<file path="config.mk">
export PLATFORM = sky130hd
export DESIGN_NAME = ljf_sqrt_pipe
export DESIGN_NICKNAME = d
export VERILOG_FILES = /design/src/ljf_pkg.sv /design/src/ljf_sqrt_pipe.sv
export SDC_FILE = /design/constraint.sdc
export NUM_CORES = 2
export LEC_CHECK = 0
export BUFFER_PORTS_ARGS = -buffer_cell sky130_fd_sc_hd__buf_2
export CAP_MARGIN = 20
export CORE_MARGIN = 2
export CORE_UTILIZATION = 45
export CTS_BUF_LIST = sky130_fd_sc_hd__clkbuf_16
export CTS_CLUSTER_SIZE = 24
export DETAILED_ROUTE_END_ITERATION = 12
export HOLD_SLACK_MARGIN = 0.02
export PLACE_DENSITY_LB_ADDON = 0.1
export RECOVER_POWER = 25
export SYNTH_ARGS = -nofsm -noshare
export SYNTH_HDL_FRONTEND = slang
export SYNTH_MEMORY_MAX_BITS = 65536
export SYNTH_SLANG_ARGS = --single-unit
</file>
<file path="constraint.sdc">
create_clock -name clk_i -period 4.17 [get_ports clk_i]
set_input_delay 0.6255 -clock clk_i [delete_from_list [all_inputs] [get_ports clk_i]]
set_output_delay 0.6255 -clock clk_i [all_outputs]
set_load 0.01 [all_outputs]
</file>
<file path="src/ljf_pkg.sv">
// types, constants and helper functions shared by the pair force pipeline
`default_nettype none
package ljf_pkg;

  // coordinate and fixed point formats
  localparam int CW   = 32;           // coordinate and force width
  localparam int FB   = 16;           // fraction bits
  localparam int R0W  = 32;           // zero-point distance register width
  localparam int DW   = CW + 1;       // coordinate difference magnitude width
  localparam int SQW  = 2 * DW;       // sum of squares width
  localparam int NUMW = R0W + FB;     // ratio dividend width
  localparam int PW   = 2 * CW;       // power product width
  localparam int CPW  = DW + CW;      // component product width

  localparam logic [R0W-1:0] R0_RESET = R0W'(65536);
  localparam logic [CW-1:0]  MAX_POS  = {1'b0, {(CW-1){1'b1}}};
  localparam logic [CW-1:0]  MIN_MAG  = {1'b1, {(CW-1){1'b0}}};
  localparam logic [CW-1:0]  UMAX     = {CW{1'b1}};

  typedef struct packed {
    logic signed [CW-1:0] a_x;
    logic signed [CW-1:0] a_y;
    logic signed [CW-1:0] b_x;
    logic signed [CW-1:0] b_y;
  } in_t;

  typedef struct packed {
    logic signed [CW-1:0] force_x;
    logic signed [CW-1:0] force_y;
    logic                 coincident;
    logic                 clipped;
  } out_t;

  // difference magnitudes and signs
  typedef struct packed {
    logic [DW-1:0] mx;
    logic [DW-1:0] my;
    logic          nx;
    logic          ny;
    logic          coinc;
  } geom_t;

  // geometry plus distance
  typedef struct packed {
    geom_t         g;
    logic [DW-1:0] d;
  } dist_t;

  // state carried through the power chain
  typedef struct packed {
    dist_t         t;
    logic [CW-1:0] s;
    logic [CW-1:0] p;
    logic [CW-1:0] s6;
    logic [PW-1:0] prod;
    logic          clip;
    logic          psat;
  } pow_t;

  // flags carried through the component dividers
  typedef struct packed {
    logic neg;
    logic coinc;
    logic clip;
  } comp_side_t;

  // truncate a Q product back to the power format, flag overflow
  function automatic logic [CW:0] pow_trunc(input logic [PW-1:0] prod);
    logic sat;
    sat = |prod[PW-1:CW+FB];
    pow_trunc = sat ? {1'b1, UMAX} : {1'b0, prod[CW+FB-1:FB]};
  endfunction

endpackage
`default_nettype wire

</file>
<file path="src/ljf_sqrt_pipe.sv">
// pipelined integer square root, one root bit per stage
`default_nettype none
module ljf_sqrt_pipe import ljf_pkg::*; #(
  parameter int ROOT_W = 33,
  parameter int SIDE_W = 8
) (
  input  wire logic                  clk_i,
  input  wire logic                  rst_ni,
  input  wire logic                  en_i,
  input  wire logic                  valid_i,
  input  wire logic [2*ROOT_W-1:0]   rad_i,
  input  wire logic [SIDE_W-1:0]     side_i,
  output logic                       valid_o,
  output logic [ROOT_W-1:0]          root_o,
  output logic [SIDE_W-1:0]          side_o
);

  localparam int RAD_W = 2 * ROOT_W;
  localparam int REM_W = ROOT_W + 1;

  logic [ROOT_W-1:0] vld_q;
  logic [REM_W-1:0]  rem_q  [ROOT_W];
  logic [ROOT_W-1:0] root_q [ROOT_W];
  logic [RAD_W-1:0]  rad_q  [ROOT_W];
  logic [SIDE_W-1:0] side_q [ROOT_W];

  for (genvar i = 0; i < ROOT_W; i++) begin : g_stage
    logic              v_in;
    logic [REM_W-1:0]  rem_in;
    logic [ROOT_W-1:0] root_in;
    logic [RAD_W-1:0]  rad_in;
    logic [SIDE_W-1:0] side_in;
    logic [REM_W+1:0]  r2;
    logic [REM_W+1:0]  trial;
    logic              ge;
    logic [REM_W+1:0]  diff;

    // stage input selection
    if (i == 0) begin : g_first
      assign v_in    = valid_i;
      assign rem_in  = '0;
      assign root_in = '0;
      assign rad_in  = rad_i;
      assign side_in = side_i;
    end else begin : g_next
      assign v_in    = vld_q[i-1];
      assign rem_in  = rem_q[i-1];
      assign root_in = root_q[i-1];
      assign rad_in  = rad_q[i-1];
      assign side_in = side_q[i-1];
    end

    // trial subtraction for one root bit
    always_comb begin
      r2    = {rem_in, rad_in[RAD_W-1:RAD_W-2]};
      trial = {1'b0, root_in, 2'b01};
      ge    = r2 >= trial;
      diff  = r2 - trial;
    end

    always_ff @(posedge clk_i or negedge rst_ni) begin
      if (!rst_ni) begin
        vld_q[i] <= 1'b0;
      end else if (en_i) begin
        vld_q[i] <= v_in;
      end
    end

    always_ff @(posedge clk_i) begin
      if (en_i) begin
        rem_q[i]  <= ge ? diff[REM_W-1:0] : r2[REM_W-1:0];
        root_q[i] <= {root_in[ROOT_W-2:0], ge};
        rad_q[i]  <= {rad_in[RAD_W-3:0], 2'b00};
        side_q[i] <= side_in;
      end
    end
  end

  assign valid_o = vld_q[ROOT_W-1];
  assign root_o  = root_q[ROOT_W-1];
  assign side_o  = side_q[ROOT_W-1];

endmodule
`default_nettype wire

</file>
==> out/results.ini <==
[outcome]
status=finished, violations left
violations=DRC, capacitance limit, slew limit

[finish]
multi_input_area_um2=41000
fillers=25012
seqCellArea_um2=88400
layout_commonest_cell=edfxtp_1
drive_gt1_frac=0.0895
final_area_um2=150000
final_cell_mix=edfxtp_1, inv_1, nand2_1, a21oi_1, ha_1
fin_nets=11022
area_growth_syn_to_layout_pct=13.2
finalNonFillerCells=14525

[placed_design]
gp_routability_congestion=0.883
portBuffers=119
placed_cells=13865
hpwl_um=197000
place_area_um2=139000

[timing]
fin_skew_ps=52.2
fin_crit_ps=3790
tns_ps=0
finalSetupViolCount=0
max_freq_ghz=0.264
maxSlewViolCount=55
hold_violations=0
worstMarginPinSlew_ps=3550
max_slew_margin=-1.37
rsz0062_at_grt=false
fin_crit_sh=0.910

[floorplan]
core-area_um2=294000
die_h_um=547
die_area_um2=300000
start_util=0.452
die_w_um=547
rows=199
num_io_pins=120

[setup_path]
slowest_delay_ps=640
criticalPathCategory=reg -> reg
path_max_fanout=6
end_kind=register
required_ps=4810
path_cells=ha_1 -> nand2_1 -> o21ai_0 -> or3b_1 -> o211ai_1 -> a211oi_1 -> o41ai_2 -> o21ai_0 -> or4_1 -> a22o_1
cp_common_cell=o21ai_0
crit_path_top_delay_cell=o41ai_2
start_kind=register
cp_data_arrival_time_ps=4440

[detailed_routing]
drc_errors=6
wl_per_cell_um=19.1
drt_first_iter_violations=5537
vias=77089
antenna_left=0
viasPerCell=5.31
dr.pass1.iters=10
routed_wl_um=277000

[yosys]
synth-seq-cells=2951
syn_nets=10553
seq_area_frac_synth=0.666
ys.warnings.count=0
synth-edff-count=2918
synth-async-reset-ratio=0.0112
avgSynthCellArea_um2=13.4
syn_area_um2=133000
synthFlopType=edfxtp_1
ys_types=104
syn_inst=9879

[clock_network]
cts.sinks=2951
h-tree-depth=5
cts_tree=built
clk_pin_slew_ps=60
worst_skew_pair.late_latency_ps=910
post_cts_resized=0
numCtsBuffers=323
root_buffer=clkbuf_16
cts_setup_buffers=0
cts_hold_buf=77
max-clock-path-buffers=4

[power]
power.switching_mw=23.7
clkPwrFrac=0.331
p_int_mw=60.4
fin_total_pwr_mw=84.1
seqPwrFrac=0.474
combinationalPowerShare=0.195
leakage_nw=56.9
power_density_nw_per_um2=559
ir_worst_vdd_v=0.000469
switching_share=0.282

[global_route]
gr-total-overflow=0
grt_max_degree=155
grt_pass1_wl_um=433000
grtUsageTotal=0.182
antenna_found_initial=2
grt_pass1_vias=76433

[hold_path]
hp-class=in -> async

[run]
max_cap_viol_count=1

-- routing by layer --
| layer | vias up | wire, um | share of wire | GRT usage |
|---|---|---|---|---|
| met5 | - | 0 | 0 | 0 |
| met3 | 488 | 8400 | 0.030 | 0.0196 |
| met4 | 0 | 8380 | 0.030 | 0.0575 |
| met1 | 37649 | 121000 | 0.44 | 0.236 |
| li1 | 37666 | - | - | - |
| met2 | 1286 | 139000 | 0.50 | 0.319 |
-- power groups by stage --
stage | sequential, mW | combinational [mW] | clock, mW
2_1_floorplan | 39.3 | 12.0 | 0
3_3_place_gp | 40.5 | 16.2 | 0
3_5_place_dp | 40.5 | 16.3 | 0
4_1_cts | 40.0 | 16.5 | 28.7
5_1_grt | 40.3 | 18.4 | 29.8
6_report | 39.9 | 16.4 | 27.8
-- per-stage QoR --
step / util / setup WS [ps] / hold WS (ps)
6_report: 0.512 / 375 / 328
5_1_grt: 0.512 / 89.5 / 363
4_1_cts: 0.512 / 369 / 189
3_5_place_dp: 0.474 / 426 / 405
3_3_place_gp: 0.474 / 404 / 400
2_1_floorplan: - / 952 / 330
-- layout make-up --
cell class	instances	share of cell area
multi-input combinational	5991	0.272
clock buffer	328	0.0546
timing repair buffer	331	0.0188
clock inverter	253	0.0145
antenna	2	0.0000333
sequential	2951	0.588
inverter	750	0.0187
tap	3919	0.0326
-- cell usage after synthesis, types with 34 or more instances --
cell type | count | area, um2
a21o_1 | 228 | 1710
nand2b_1 | 113 | 707
o31ai_1 | 44 | 330
and3_1 | 62 | 388
a211oi_1 | 51 | 383
o21a_1 | 97 | 728
xor2_1 | 397 | 3480
nand4_1 | 118 | 738
ha_1 | 596 | 7460
nand2_1 | 655 | 2460
clkbuf_1 | 155 | 582
mux2_2 | 118 | 1330
o21ai_0 | 492 | 2460
nor2_1 | 556 | 2090
o21bai_1 | 65 | 488
and2_1 | 34 | 213
o211ai_1 | 36 | 270
or2_2 | 43 | 269
nor3_1 | 223 | 1120
or3_1 | 87 | 544
xnor2_1 | 484 | 4240
a21oi_1 | 625 | 3130
edfxtp_1 | 2918 | 87600
nor2b_1 | 82 | 513
nor4_1 | 117 | 732
a31oi_1 | 56 | 350
or4_1 | 45 | 338
nand3_1 | 168 | 841
inv_1 | 749 | 2810
-- flip-flops by register name, summed over array words and instances (netlist names) --
register	count
g_stage.v_in	32
rad_q	1056
rem_q	1037
root_q	561
side_q	264
valid_o	1
-- cell families after synthesis --
logic type | after synthesis | share of synthesized area
XOR/XNOR | 881 | 0.0581
buffers and inverters | 937 | 0.0267
AO/OA/AOI/OAI | 1929 | 0.0900
AND/OR/NAND/NOR | 2454 | 0.0922
flip-flops | 2951 | 0.666
multiplexers | 130 | 0.0110
other | 1 | 0.0000282
adder cells (fa/ha/maj) | 596 | 0.0561
-- critical path: cells and delay by family (launching register included) --
| family | cells | cell delay [ps] |
|---|---|---|
| AO/OA/AOI/OAI | 6 | 1730 |
| adder cells (fa/ha/maj) | 1 | 410 |
| flip-flops | 1 | 400 |
| AND/OR/NAND/NOR | 3 | 1000 |
-- final timing paths --
| path | startpoint | endpoint | slack (ps) | cells after the start |
|---|---|---|---|---|
| max | rem_q[0][719] | rem_q[0][775] | 380 | 10 |
| min reg2reg | rad_q[0][81] | rad_q[0][147] | 380 | 0 |
| max in group asynchronous | rst_ni | g_stage[17].v_in | 3370 | 2 |
| min | rst_ni | valid_o | 330 | 2 |
| max reg2reg | rem_q[0][719] | rem_q[0][775] | 380 | 10 |
| min in group clk_i | rad_q[0][81] | rad_q[0][147] | 380 | 0 |
Power figures use the tool's default switching activity.
